**src/hw/rtl/tmt_pkg.sv**
```systemverilog
// ----------------------------------------------------------------------------
// tmt_pkg
// Shared types and constants of the 32-bit tiny Mersenne twister generator.
// ----------------------------------------------------------------------------
`default_nettype none

package tmt_pkg;

    typedef logic [31:0] t_word;

    typedef struct packed {
        t_word w0;
        t_word w1;
        t_word w2;
        t_word w3;
    } t_state;

    localparam t_word LOW31      = 32'h7fff_ffff;
    localparam t_word MIX_MULT   = 32'd1812433253;
    localparam t_word RESET_M1   = 32'h8f70_11ee;
    localparam t_word RESET_M2   = 32'hfc78_ff1f;
    localparam t_word RESET_TM   = 32'h3793_fdff;

    // fallback state for a mixed state that is zero but for bit 31 of w0 ("TINY")
    localparam t_word CERT_W0    = 32'h0000_0054;
    localparam t_word CERT_W1    = 32'h0000_0049;
    localparam t_word CERT_W2    = 32'h0000_004e;
    localparam t_word CERT_W3    = 32'h0000_0059;

    localparam logic CMD_GENERATE = 1'b0;
    localparam logic CMD_RESEED   = 1'b1;

    localparam logic [1:0] REG_MATRIX_ONE  = 2'd0;
    localparam logic [1:0] REG_MATRIX_TWO  = 2'd1;
    localparam logic [1:0] REG_TEMPER_MASK = 2'd2;

endpackage

`default_nettype wire

```
**src/hw/rtl/tmt_in_if.sv**
```systemverilog
// ----------------------------------------------------------------------------
// tmt_in_if
// Command channel: valid/ready handshake carrying command and seed.
// ----------------------------------------------------------------------------
`default_nettype none

interface tmt_in_if;
    logic        valid;
    logic        ready;
    logic        command;
    logic [31:0] seed;

    modport source (output valid, output command, output seed, input ready);
    modport sink   (input valid, input command, input seed, output ready);
endinterface

`default_nettype wire

```
**src/hw/rtl/tmt_out_if.sv**
```systemverilog
// ----------------------------------------------------------------------------
// tmt_out_if
// Result channel: valid/ready handshake carrying one tempered word.
// ----------------------------------------------------------------------------
`default_nettype none

interface tmt_out_if;
    logic        valid;
    logic        ready;
    logic [31:0] random_value;

    modport source (output valid, output random_value, input ready);
    modport sink   (input valid, input random_value, output ready);
endinterface

`default_nettype wire

```
**src/hw/rtl/tmt_advance.sv**
```systemverilog
// ----------------------------------------------------------------------------
// tmt_advance
// One state advance: xor-shift feedback plus conditional matrix masks.
// ----------------------------------------------------------------------------
`default_nettype none

module tmt_advance
    import tmt_pkg::*;
(
    input  var t_state i_state,
    input  var t_word  i_matrix_one,
    input  var t_word  i_matrix_two,
    output t_state     o_state
);

    t_word x0;
    t_word x1;
    t_word y;

    always_comb begin
        x0 = (i_state.w0 & LOW31) ^ i_state.w1 ^ i_state.w2;
        x1 = x0 ^ (x0 << 1);
        y  = i_state.w3 ^ (i_state.w3 >> 1) ^ x1;

        o_state.w0 = i_state.w1;
        o_state.w1 = i_state.w2 ^ (y[0] ? i_matrix_one : '0);
        o_state.w2 = x1 ^ (y << 10) ^ (y[0] ? i_matrix_two : '0);
        o_state.w3 = y;
    end

endmodule

`default_nettype wire

```
**src/hw/rtl/tinymt32_random_generator.sv**
```systemverilog
// Generate: after the transfer the state is advanced (S_GEN), then tempered into
//   the output register (S_TEMP) once it is free; no new command until then.
// Reseed: 7 mixing steps (S_MUL, S_ADD) on the single 32x32 multiplier, a
//   certification step (S_CERT) and 8 advances (S_ADV), busy all the while.
// Reset: all registers but r_prod and r_out take their defaults and the
//   seed-zero reseed runs, so commands are accepted once it has finished.
// ----------------------------------------------------------------------------
// tinymt32_random_generator
// Tiny Mersenne twister with 128-bit state, a multi-cycle reseed sequencer
// and a registered output.
// ----------------------------------------------------------------------------
`default_nettype none

module tinymt32_random_generator
    import tmt_pkg::*;
(
    input  var logic  i_clk,
    input  var logic  i_rst_n,
    tmt_in_if.sink    i_cmd,
    tmt_out_if.source o_rnd,
    input  var logic        i_cfg_we,
    input  var logic [1:0]  i_cfg_idx,
    input  var logic [31:0] i_cfg_data
);

    localparam logic [2:0] S_IDLE = 3'd0;
    localparam logic [2:0] S_MUL  = 3'd1;
    localparam logic [2:0] S_ADD  = 3'd2;
    localparam logic [2:0] S_CERT = 3'd3;
    localparam logic [2:0] S_ADV  = 3'd4;
    localparam logic [2:0] S_GEN  = 3'd5;
    localparam logic [2:0] S_TEMP = 3'd6;

    logic [2:0] r_fsm, n_fsm;
    logic [2:0] r_cnt, n_cnt;
    t_state     r_st, n_st;
    t_word      r_prod, n_prod;
    t_word      r_m1, r_m2, r_tm;
    t_word      r_out, n_out;
    logic       r_out_valid, n_out_valid;

    t_state     adv_st;
    t_word      mix_in;
    t_word      sum;
    t_word      tempered;
    t_state     rot;
    logic       cmd_xfer;
    logic       out_free;

    tmt_advance u_adv (
        .i_state      (r_st),
        .i_matrix_one (r_m1),
        .i_matrix_two (r_m2),
        .o_state      (adv_st)
    );

    assign i_cmd.ready        = (r_fsm == S_IDLE);
    assign cmd_xfer           = i_cmd.valid && (r_fsm == S_IDLE);
    assign o_rnd.valid        = r_out_valid;
    assign o_rnd.random_value = r_out;
    assign out_free           = !r_out_valid || o_rnd.ready;

    always_comb begin
        // words are kept rotated during mixing: previous word in w0, target in w1
        mix_in   = r_st.w0 ^ (r_st.w0 >> 30);
        sum      = r_st.w0 + (r_st.w2 >> 8);
        tempered = r_st.w3 ^ sum ^ (sum[0] ? r_tm : '0);
        rot.w0   = r_st.w1;
        rot.w1   = r_st.w2;
        rot.w2   = r_st.w3;
        rot.w3   = r_st.w0;

        n_fsm       = r_fsm;
        n_cnt       = r_cnt;
        n_st        = r_st;
        n_prod      = r_prod;
        n_out       = r_out;
        n_out_valid = r_out_valid && !o_rnd.ready;

        case (r_fsm)
            S_IDLE: begin
                if (cmd_xfer) begin
                    if (i_cmd.command == CMD_RESEED) begin
                        n_st  = '{w0: i_cmd.seed, w1: r_m1, w2: r_m2, w3: r_tm};
                        n_cnt = 3'd1;
                        n_fsm = S_MUL;
                    end else begin
                        n_fsm = S_GEN;
                    end
                end
            end
            S_MUL: begin
                n_prod = 32'(MIX_MULT * mix_in);
                n_fsm  = S_ADD;
            end
            S_ADD: begin
                n_st    = rot;
                n_st.w0 = r_st.w1 ^ ({29'd0, r_cnt} + r_prod);
                n_cnt   = r_cnt + 3'd1;
                n_fsm   = (r_cnt == 3'd7) ? S_CERT : S_MUL;
            end
            S_CERT: begin
                // after seven rotations one more puts word 0 back in place
                if (((rot.w0 & LOW31) == '0) && (rot.w1 == '0) &&
                    (rot.w2 == '0) && (rot.w3 == '0)) begin
                    n_st = '{w0: CERT_W0, w1: CERT_W1, w2: CERT_W2, w3: CERT_W3};
                end else begin
                    n_st = rot;
                end
                n_cnt = 3'd0;
                n_fsm = S_ADV;
            end
            S_ADV: begin
                n_st  = adv_st;
                n_cnt = r_cnt + 3'd1;
                n_fsm = (r_cnt == 3'd7) ? S_IDLE : S_ADV;
            end
            S_GEN: begin
                n_st  = adv_st;
                n_fsm = S_TEMP;
            end
            S_TEMP: begin
                if (out_free) begin
                    n_out       = tempered;
                    n_out_valid = 1'b1;
                    n_fsm       = S_IDLE;
                end
            end
            default: begin
                n_fsm = S_IDLE;
            end
        endcase
    end

    always_ff @(posedge i_clk) begin
        if (!i_rst_n) begin
            r_fsm       <= S_MUL;
            r_cnt       <= 3'd1;
            r_st        <= '{w0: '0, w1: RESET_M1, w2: RESET_M2, w3: RESET_TM};
            r_out_valid <= 1'b0;
            r_m1        <= RESET_M1;
            r_m2        <= RESET_M2;
            r_tm        <= RESET_TM;
        end else begin
            r_fsm       <= n_fsm;
            r_cnt       <= n_cnt;
            r_st        <= n_st;
            r_out_valid <= n_out_valid;
            if (i_cfg_we) begin
                case (i_cfg_idx)
                    REG_MATRIX_ONE:  r_m1 <= i_cfg_data;
                    REG_MATRIX_TWO:  r_m2 <= i_cfg_data;
                    REG_TEMPER_MASK: r_tm <= i_cfg_data;
                    default: ;
                endcase
            end
        end
    end

    always_ff @(posedge i_clk) begin
        r_prod <= n_prod;
        r_out  <= n_out;
    end

endmodule

`default_nettype wire
```
**src/flat_wrapper.sv**
```systemverilog
// flat-port wrapper written by rule: the top's interface ports become plain ports
module tinymt32_random_generator_flat import tmt_pkg::*;
  (i_clk, i_rst_n, i_cfg_we, i_cfg_idx, i_cfg_data, i_cmd_valid, i_cmd_command, i_cmd_seed, i_cmd_ready, o_rnd_valid, o_rnd_random_value, o_rnd_ready);
  tmt_in_if i_cmd_i ();
  tmt_out_if o_rnd_i ();
  input  var logic i_clk;
  input  var logic i_rst_n;
  input  var logic i_cfg_we;
  input  var logic [1:0] i_cfg_idx;
  input  var logic [31:0] i_cfg_data;
  input wire logic [$bits(i_cmd_i.valid)-1:0] i_cmd_valid;
  input wire logic [$bits(i_cmd_i.command)-1:0] i_cmd_command;
  input wire logic [$bits(i_cmd_i.seed)-1:0] i_cmd_seed;
  output wire logic [$bits(i_cmd_i.ready)-1:0] i_cmd_ready;
  output wire logic [$bits(o_rnd_i.valid)-1:0] o_rnd_valid;
  output wire logic [$bits(o_rnd_i.random_value)-1:0] o_rnd_random_value;
  input wire logic [$bits(o_rnd_i.ready)-1:0] o_rnd_ready;
  assign i_cmd_i.valid = i_cmd_valid;
  assign i_cmd_i.command = i_cmd_command;
  assign i_cmd_i.seed = i_cmd_seed;
  assign i_cmd_ready = i_cmd_i.ready;
  assign o_rnd_valid = o_rnd_i.valid;
  assign o_rnd_random_value = o_rnd_i.random_value;
  assign o_rnd_i.ready = o_rnd_ready;
  tinymt32_random_generator u_core (.i_clk(i_clk), .i_rst_n(i_rst_n), .i_cmd(i_cmd_i), .o_rnd(o_rnd_i), .i_cfg_we(i_cfg_we), .i_cfg_idx(i_cfg_idx), .i_cfg_data(i_cfg_data));
endmodule
```
**config.mk**
```make
export PLATFORM = sky130hd
export DESIGN_NAME = tinymt32_random_generator_flat
export DESIGN_NICKNAME = d
export VERILOG_FILES = /design/src/hw/rtl/tmt_pkg.sv /design/src/hw/rtl/tmt_in_if.sv /design/src/hw/rtl/tmt_out_if.sv /design/src/hw/rtl/tmt_advance.sv /design/src/hw/rtl/tinymt32_random_generator.sv /design/src/flat_wrapper.sv
export SDC_FILE = /design/constraint.sdc
export NUM_CORES = 1
export LEC_CHECK = 0
export BUFFER_PORTS_ARGS = -buffer_cell sky130_fd_sc_hd__buf_2
export CORE_ASPECT_RATIO = 1.75
export CORE_MARGIN = 2
export CORE_UTILIZATION = 40
export DETAILED_ROUTE_END_ITERATION = 16
export PLACE_DENSITY = 0.58
export SYNTH_ARGS = -nofsm -noshare
export SYNTH_HDL_FRONTEND = slang
export SYNTH_SLANG_ARGS = --single-unit
```
**constraint.sdc**
```tcl
create_clock -name i_clk -period 6.8 [get_ports i_clk]
set_input_delay 0.68 -clock i_clk [delete_from_list [all_inputs] [get_ports i_clk]]
set_output_delay 0.68 -clock i_clk [all_outputs]
set_load 0.1 [all_outputs]
```
==> results summary, run 1 <==
The flow ran to the end, and the final reports show no timing, DRC or antenna violations. Power spread over the standard cell area amounts to 658 mW/mm². The placer congestion estimate is 0.933. The number of max-capacitance violations reported came out at 0. The netlist area before placement is 0.0259 mm².

The part of the Yosys area used for sequential elements is 0.253. 0 antenna diodes ended up in the layout. The maximum clock insertion buffer count came out at 3. The area of all placed cells without fillers came out at 0.0286 mm².

The highest achievable clock rate came out at 152 MHz. CTS built an H-tree with a depth of 1. The relative slew slack is 0.155. For the worst setup path, the data arrival time is 6.95 ns. The part of the total power dissipated in sequential elements came out at 0.161. The leakage power came out at 0.0127 µW. CTS saw 295 sinks. For this run, the share of the core covered by cells in the final layout is 0.445. The clock slew seen by the registers of the worst setup and hold paths came out at 0.06 ns. CTS placed an instance of sky130_fd_sc_hd__clkbuf_16 at the clock tree root. The count of final max-slew check failures came out at 0. The number of buffers inserted for hold repair after clock tree synthesis came out at 0.

In the layout the commonest cells are sky130_fd_sc_hd__nand2_1 (352), sky130_fd_sc_hd__inv_1 (294), sky130_fd_sc_hd__xnor2_1 (270). The overall die area came out at 0.0669 mm². In the routed layout, each cell is associated on average with a via count of 5.98. The share of total power dissipated in combinational logic is 0.745.

The total congestion overflow came out at 0. The class of the most critical hold timing path is in2reg. The routed design has 101 mm of wire. The post-route minimum period came out at 6.57 ns. For the pin with the worst max-slew slack, the measured transition is 1.27 ns. Setup violations remaining at the end of the flow were counted as 0.

Input and output buffers added on the ports amount to 105. The number of antenna violations at the first check in global routing came out at 2. The met3 routed wirelength came out at 6.29 mm. The worst endpoint required time came out at 7.17 ns.

The cell internal power dissipation came out at 9460 µW. The post-synthesis sequential element count is 295. The library cell used most frequently in the layout, excluding fill and tap cells, is sky130_fd_sc_hd__nand2_1. The most used flip-flop cell after synthesis is sky130_fd_sc_hd__dfxtp_1.

The overall die height is 341 µm. IR analysis of the VDD net gives a maximum drop of 774 µV. The number of flops mapped to enable cells by yosys is 64.

The first global-routing pass estimated 151 mm of wire. The total iterations of the first detailed-routing run is 6. The kind of end point of the critical path is a flop. Of the cells placed in the final design, the portion with a size suffix greater than 1 is 0.103. The relative contribution of the clock network to total power is 0.094. Sorting the synthesized cells by area gives the leading types as sky130_fd_sc_hd__dfxtp_1 (18%), sky130_fd_sc_hd__ha_1 (13%), sky130_fd_sc_hd__fa_1 (11%). The wire length per cell came out at 25.9 µm.

The synthesized netlist net count is 3475. Dividing the final minimum period by the clock period gives 0.967. The maximum number of pins on one net before global-route repair came out at 79. The net load switching power came out at 9340 µW. The synthesis-to-layout area growth came out at 10.3%. sky130_fd_sc_hd__dfxtp_1 takes more of the synthesized area than any other cell. The fraction of synthesized cell area taken by the top area cell type came out at 0.178.

Along the worst path, the maximum fanout reaches 4. The gate count after technology mapping came out at 2988. Counting distinct cell types in the post-synthesis netlist gives 84. The count of endpoints failing hold in the final timing report was 0. Of the total power, the share spent switching nets is 0.497. The antenna violation net count after detailed routing is 0. The routed layout has 23277 vias. For this run, the post-layout net count is 3543. The detailed router finished its first iteration with 2207 violations. The number of global-route vias before repair was 24015.

The critical path is of the reg2reg type. The routed metal-1 wirelength came out at 34.6 mm. The fraction of registers with async set/reset came out at 0. Setup total negative slack on the finished layout was measured at 0 ns. The estimated wirelength of the detail-placed design came out at 76.7 mm. The layout has 6306 filler cells. STA classifies the critical path startpoint as a flop.

In the routed design, unresolved DRC markers number 0. The number of clock buffers added by TritonCTS is 31. The clock latency on the worst-skew pair is 0.63 ns. The instance area at placement is 0.0275 mm². The number of warnings reported in the yosys synthesis log is 0. The top metal layer carrying routed signals is met5. The final setup skew is 0.0218 ns.

TritonCTS built the clock tree. Summed over all nets, wire length on met2 after detailed routing comes to 50.1 mm. The total core area came out at 0.0642 mm². In this run the core area contains 123 standard-cell rows.

The starting density of the core is 0.404. The mean instance size in the synthesized netlist came out at 8.67 µm². The combined global-route utilization of all metal layers is 0.301.

The count of pins on the block boundary is 106. From left edge to right edge, the die measures 196 µm.
## final cells by class
type / count / area [µm²] / area share
multi-input combinational: 2233 / 17700 / 0.618
sequential: 295 / 6560 / 0.230
timing repair buffer: 198 / 1230 / 0.0429
inverter: 297 / 1110 / 0.0390
tap: 812 / 1020 / 0.0356
clock buffer: 46 / 913 / 0.0320
clock inverter: 11 / 86.3 / 0.00302
## kinds of logic (layout without fill, tap and decap cells)
logic type | after synthesis | count (layout) | share of synthesized area
and+or+nand+nor | 746 | 746 | 0.131
adders and majority gates | 415 | 415 | 0.243
AOI/OAI and AO/OA | 678 | 678 | 0.167
DFF | 295 | 295 | 0.253
buffers and inverters | 460 | 552 | 0.0696
muxes | 26 | 26 | 0.0103
xor gates and xnor gates | 368 | 368 | 0.126
## cells in the mapped netlist (all sizes together) (64+ instances only)
library cell	instances
a21oi	224
clkbuf	131
dfxtp	231
edfxtp	64
fa	148
ha	267
inv	297
nand2	353
nand3	125
nor2	120
o21ai	155
xnor2	273
xor2	95
## path summary, 6_finish.rpt
path / start / end / slack (ns) / cells past startpoint
min: i_cfg_data[27] / u_core.r_m1[27] / 0.30 / 3
min reg2reg: u_core.o_rnd.valid / u_core.o_rnd.valid / 0.48 / 2
max reg2reg: u_core.r_st[107] / u_core.r_prod[30] / 0.23 / 26
max: u_core.r_st[107] / u_core.r_prod[30] / 0.23 / 26
## metrics by stage
stage | setup WS [ns] | std cells | hold WS [ns] | total power [µW]
finish | 0.226 | 3892 | 0.304 | 18800
CTS | 0.0558 | 3891 | 0.289 | 18600
detailed placement | 0.115 | 3834 | 0.468 | 16700
global placement | 0.117 | 3834 | 0.456 | 16500
global route | -0.0333 | 3892 | 0.308 | 20500
floorplan | 0.0283 | 2988 | 0.450 | 12800
## power by group through the flow
stage | Clock [µW] | Sequential, µW | Combinational (µW)
global placement | 0 | 3040 | 13400
detailed placement | 0 | 3050 | 13700
finish | 1770 | 3040 | 14000
global route | 1840 | 3050 | 15600
CTS | 1790 | 3020 | 13800
floorplan | 0 | 2910 | 9890
## sequential cells by signal, summed over array words and instances (netlist names)
register / count
u_core.o_rnd.random_value: 32
u_core.o_rnd.valid: 1
u_core.r_cnt: 3
u_core.r_fsm: 3
u_core.r_m1: 32
u_core.r_m2: 32
u_core.r_prod: 32
u_core.r_st: 128
u_core.r_tm: 32
## worst max-delay path: stages, from the launching register on
cell	delay, ns
sky130_fd_sc_hd__dfxtp_4	0.35
sky130_fd_sc_hd__buf_4	0.14
sky130_fd_sc_hd__ha_1	0.18
sky130_fd_sc_hd__ha_1	0.29
sky130_fd_sc_hd__fa_1	0.51
sky130_fd_sc_hd__inv_1	0.05
sky130_fd_sc_hd__fa_1	0.48
sky130_fd_sc_hd__inv_1	0.06
sky130_fd_sc_hd__fa_1	0.51
sky130_fd_sc_hd__inv_1	0.06
sky130_fd_sc_hd__fa_1	0.54
sky130_fd_sc_hd__inv_1	0.05
sky130_fd_sc_hd__fa_1	0.48
sky130_fd_sc_hd__inv_1	0.05
sky130_fd_sc_hd__fa_1	0.48
sky130_fd_sc_hd__inv_1	0.04
sky130_fd_sc_hd__ha_1	0.28
sky130_fd_sc_hd__and3_1	0.22
sky130_fd_sc_hd__buf_4	0.15
sky130_fd_sc_hd__nand4_1	0.10
sky130_fd_sc_hd__o21ai_2	0.08
sky130_fd_sc_hd__o31a_1	0.34
sky130_fd_sc_hd__o31a_1	0.37
sky130_fd_sc_hd__a31oi_2	0.25
sky130_fd_sc_hd__o21ai_2	0.08
sky130_fd_sc_hd__a21oi_2	0.14
sky130_fd_sc_hd__xnor2_1	0.08
## metal layers
layer / global-route usage / up-vias
met4: 0.250 / 2
met5: 0 / -
met2: 0.534 / 1090
met1: 0.319 / 11366
met3: 0.0349 / 395
li1: - / 10424
## timing repair
| action | 4_1_cts | 5_1_grt |
|---|---|---|
| setup endpoints to repair | 0 | 4 |
| resized for setup | 0 | 18 |
| buffers inserted | 0 | 1 |
(Power assumes the default switching activity.)
==> inputs of run 2 (changes only) <==
--- a/config.mk
+++ b/config.mk
@@ -5,6 +5,7 @@
 export SDC_FILE = /design/constraint.sdc
 export NUM_CORES = 1
 export LEC_CHECK = 0
+export ABC_AREA = 0
 export BUFFER_PORTS_ARGS = -buffer_cell sky130_fd_sc_hd__buf_2
 export CORE_ASPECT_RATIO = 1.75
 export CORE_MARGIN = 2
@@ -13,4 +14,5 @@
 export PLACE_DENSITY = 0.58
 export SYNTH_ARGS = -nofsm -noshare
 export SYNTH_HDL_FRONTEND = slang
+export SYNTH_HIERARCHICAL = 1
 export SYNTH_SLANG_ARGS = --single-unit
==> run 2 against run 1 <==
Register-to-register slack worse by 0.05 ns. Global-route usage down 1.7 points. Wire length down 0.53%. Via count down 1.5%. Sequential share of layout area down 0.79 points. Critical path type unchanged. Utilization down 0.49 points. Clock-buffer cell count down 5. Non-clock buffer count down 14. Critical path depth down 4. Cell area up 3.5%. Sequential cell count unchanged. Fmax down 0.68%.
==> results summary, run 2 <==
The highest achievable clock rate is 151 MHz (was 152 MHz). The antenna violation net count after detailed routing is 0 (unchanged). The starting density of the core is 0.403 (was 0.404). The mean instance size in the synthesized netlist came to 9.03 µm² (was 8.67 µm²). The leading cell type in the layout, fill and taps excluded was sky130_fd_sc_hd__nand2_1 (unchanged). The total of buffers placed on input and output ports is 105 (unchanged).

The count of pins on the block boundary came out at 106 (unchanged). The nature of the critical path startpoint is a flop (unchanged). The netlist area before placement came to 0.0271 mm² (was 0.0259 mm²). The most used flip-flop cell after synthesis is sky130_fd_sc_hd__dfxtp_1 (unchanged). The worst endpoint data arrival time is 6.95 ns (about the same).

The most common cell in the synthesized netlist is sky130_fd_sc_hd__nand2_1 (unchanged). The clock slew seen by the registers of the worst setup and hold paths came out at 0.07 ns (was 0.06 ns). The area of all placed cells without fillers is 0.0296 mm² (was 0.0286 mm²).

The maximum clock insertion buffer count came out at 3 (unchanged). The number of global-route vias before repair came out at 24000 (was 24015). The synthesized netlist net count was 3466 (was 3475). The fraction of the mapped netlist area in compound gates is 0.151 (was 0.167). The TritonCTS sink count was 295 (unchanged). The floorplan die width came out at 201 µm (was 196 µm). Top cells by count, synth: sky130_fd_sc_hd__nand2_1 (455), sky130_fd_sc_hd__inv_1 (263), sky130_fd_sc_hd__ha_1 (251) (was sky130_fd_sc_hd__nand2_1 (352), sky130_fd_sc_hd__inv_1 (295), sky130_fd_sc_hd__xnor2_1 (271)). The transition time of the tightest slew-check pin is 1.17 ns (was 1.27 ns). The post-layout net count came out at 3495 (was 3543). The estimated wirelength of the detail-placed design was 76.2 mm (was 76.7 mm). The count of endpoints failing hold in the final timing report is 0 (unchanged). The dominant combinational cell family by area after synthesis is adder cells (unchanged). The number of antenna violations at the first check in global routing came out at 0 (was 2). The setup violation total in the final timing report is 0 (unchanged). The via count of the routed design came to 22929 (was 23277).

The fraction of synthesized cell area taken by the top area cell type is 0.171 (was 0.178). The relative slew slack is 0.213 (was 0.155). The flip-flop count of the largest register after layout was 128 (unchanged). The top cell type by total area after synthesis was sky130_fd_sc_hd__dfxtp_1 (unchanged). Largest cells by area after synthesis: sky130_fd_sc_hd__dfxtp_1 (17%), sky130_fd_sc_hd__ha_1 (12%), sky130_fd_sc_hd__fa_1 (11%) (was sky130_fd_sc_hd__dfxtp_1 (18%), sky130_fd_sc_hd__ha_1 (13%), sky130_fd_sc_hd__fa_1 (11%)). The post-CTS setup-driven buffer insertion count is 0 (unchanged). The post-synthesis share of cell area spent on and, or, nand and nor gates is 0.135 (was 0.131). The number of inserted diodes was 0 (unchanged). The number of warnings reported in the yosys synthesis log was 6 (was 0). The total iterations of the first detailed-routing run is 9 (was 6). The final routed wirelength across all metal layers is 100 mm (was 101 mm). The wire length per cell was 25.4 µm (was 25.9 µm). The overall die height came out at 348 µm (was 341 µm). The overall die area is 0.0698 mm² (was 0.0669 mm²).

The part of the Yosys area used for sequential elements came out at 0.242 (was 0.253). The total DRC errors in the routed layout is 0 (unchanged). The count of unique library cells instantiated by Yosys came out at 82 (was 84). The register with the most flip-flops is u_core/r_st (was u_core.r_st). The total core area is 0.0672 mm² (was 0.0642 mm²). The final setup skew is 0.0282 ns (was 0.0218 ns).

The number of max-capacitance violations reported came out at 0 (unchanged). The number of core rows is 126 (was 123). The number of CTS-inserted buffers came out at 30 (was 31).

The root cell of the clock tree was sky130_fd_sc_hd__clkbuf_16 (unchanged). Outcome: finished clean (unchanged). The CTS tree is done (unchanged). The total congestion overflow came out at 0 (unchanged). The instance count after placement with tap cells included came out at 3888 (was 3834). The post-route minimum period came out at 6.62 ns (was 6.57 ns).

The kind of end point of the critical path was a flop (unchanged). The instance area at placement is 0.0285 mm² (was 0.0275 mm²). The clock latency on the worst-skew pair came out at 0.61 ns (was 0.63 ns).

The maximum number of pins on one net before global-route repair came out at 121 (was 79). Leading cell types in the layout, fill and taps excluded: sky130_fd_sc_hd__nand2_1 (453), sky130_fd_sc_hd__inv_1 (261), sky130_fd_sc_hd__ha_1 (250) (was sky130_fd_sc_hd__nand2_1 (352), sky130_fd_sc_hd__inv_1 (294), sky130_fd_sc_hd__xnor2_1 (270)). The multiplexer share of the synthesized area is 0.0179 (was 0.0103). The fraction of final layout cells with drive strength greater than 1 came out at 0.116 (was 0.103). The worst endpoint required time is 7.14 ns (was 7.17 ns). The class of the most critical hold timing path is in2reg (unchanged). The maximum fanout along the worst path is 13 (was 4). The synthesis-to-layout area growth is 9.32% (was 10.3%). The total of fill cells in the finished design is 6632 (was 6306). The H-tree depth came out at 1 (unchanged).

Setup repair after global routing could not meet its margin everywhere. The violation count after the first detailed-routing iteration came out at 1708 (was 2207). The combined global-route utilization of all metal layers came to 0.285 (was 0.301). The critical path class was reg2reg (unchanged).

The gate count after technology mapping came out at 2995 (was 2988). The fraction of registers with async set/reset is 0 (unchanged). The number of flops mapped to enable cells by yosys was 64 (unchanged). The period utilization was 0.973 (was 0.967). The count of final max-slew check failures is 0 (unchanged). The global-route wire length before repair is 150 mm (was 151 mm). The placer congestion estimate came to 0.938 (was 0.933). The adder-cell share of the synthesized area is 0.226 (was 0.243). The detailed-route vias per instance came to 5.81 (was 5.98). The number of standard cells in the layout, taps in and fillers out came out at 3944 (was 3892). The post-synthesis sequential element count is 295 (unchanged). The xor/xnor share of the synthesized area came to 0.160 (was 0.126).
[run 2: cell count changes in the layout (fill, tap and decap cells not counted), sizes merged, moves of 37 or more]
cell    change
o211ai     +42
nand3      -37
xnor3      +39
nand2     +102
a21oi     -103
xnor2      -49
[run 2: final cells by class]
cell class | instances | area, µm² | area share
flip-flops and latches | 295 | 6560 | 0.222
well taps | 896 | 1120 | 0.0379
clock buffers | 41 | 875 | 0.0296
repair buffers | 184 | 1140 | 0.0385
inverters | 264 | 991 | 0.0335
multi-input cells | 2249 | 18700 | 0.634
clock inverters | 15 | 149 | 0.00503
[run 2: worst paths after layout]
kind	from	endpoint	slack (ns)	depth (start not counted)
worst max register to register	u_core/r_st[108]	u_core/r_prod[27]	0.18	22
worst min-delay path	i_cfg_data[10]	u_core/r_m2[10]	0.31	3
worst max-delay path	u_core/r_st[108]	u_core/r_prod[27]	0.18	22
worst min register to register	u_core/r_tm[31]	u_core/r_tm[31]	0.49	2
[run 2: critical path: stages, from the launching register on]
cell and delay [ns]:
sky130_fd_sc_hd__dfxtp_1 0.40, sky130_fd_sc_hd__buf_12 0.20, sky130_fd_sc_hd__inv_1 0.10, sky130_fd_sc_hd__ha_1 0.30, sky130_fd_sc_hd__ha_1 0.30, sky130_fd_sc_hd__fa_1 0.51
sky130_fd_sc_hd__inv_1 0.05, sky130_fd_sc_hd__fa_1 0.47, sky130_fd_sc_hd__inv_1 0.05, sky130_fd_sc_hd__fa_1 0.49, sky130_fd_sc_hd__fa_1 0.52, sky130_fd_sc_hd__fa_1 0.50
sky130_fd_sc_hd__inv_1 0.05, sky130_fd_sc_hd__fa_1 0.47, sky130_fd_sc_hd__inv_1 0.04, sky130_fd_sc_hd__ha_1 0.24, sky130_fd_sc_hd__or3_1 0.37, sky130_fd_sc_hd__o21ai_0 0.17
sky130_fd_sc_hd__o211ai_1 0.23, sky130_fd_sc_hd__a2111oi_1 0.45, sky130_fd_sc_hd__o21bai_1 0.16, sky130_fd_sc_hd__a21oi_1 0.19, sky130_fd_sc_hd__xnor2_1 0.08
[run 2: through the flow]
| step | util | setup TNS (ns) | setup slack [ns] | hold WS, ns |
|---|---|---|---|---|
| 2_1_floorplan | - | 0 | 0.382 | 0.451 |
| 3_3_place_gp | 0.424 | 0 | 0.193 | 0.473 |
| 3_5_place_dp | 0.424 | 0 | 0.0711 | 0.485 |
| 4_1_cts | 0.439 | 0 | 0.00348 | 0.299 |
| 5_1_grt | 0.440 | -0.0436 | -0.0266 | 0.326 |
| 6_report | 0.440 | 0 | 0.181 | 0.314 |
[run 2: kinds of logic (layout without fill, tap and decap cells)]
family / Yosys count / in the layout
buffers and inverters: 451 / 504
AOI/OAI and AO/OA: 586 / 586
DFF: 295 / 295
muxes: 44 / 44
and+or+nand+nor: 831 / 831
adders and majority gates: 399 / 399
xor gates and xnor gates: 389 / 389
[run 2: metal layers]
metal	wire (µm)	vias to the layer above	GRT usage
li1	-	10319	-
met2	50800	982	0.513
met4	10600	0	0.251
met3	4820	396	0.0261
met5	0	-	0
met1	34100	11232	0.294
[run 2: timing repair]
item / in CTS / in global routing
resized for setup: 0 / 16
hold buffers: 0 / 0
endpoints found under the setup margin: 0 / 7
Power of run 2 is left out: the tool's default activity adds up to more than one toggle a clock period on the data nets, which glitch-free logic cannot reach.
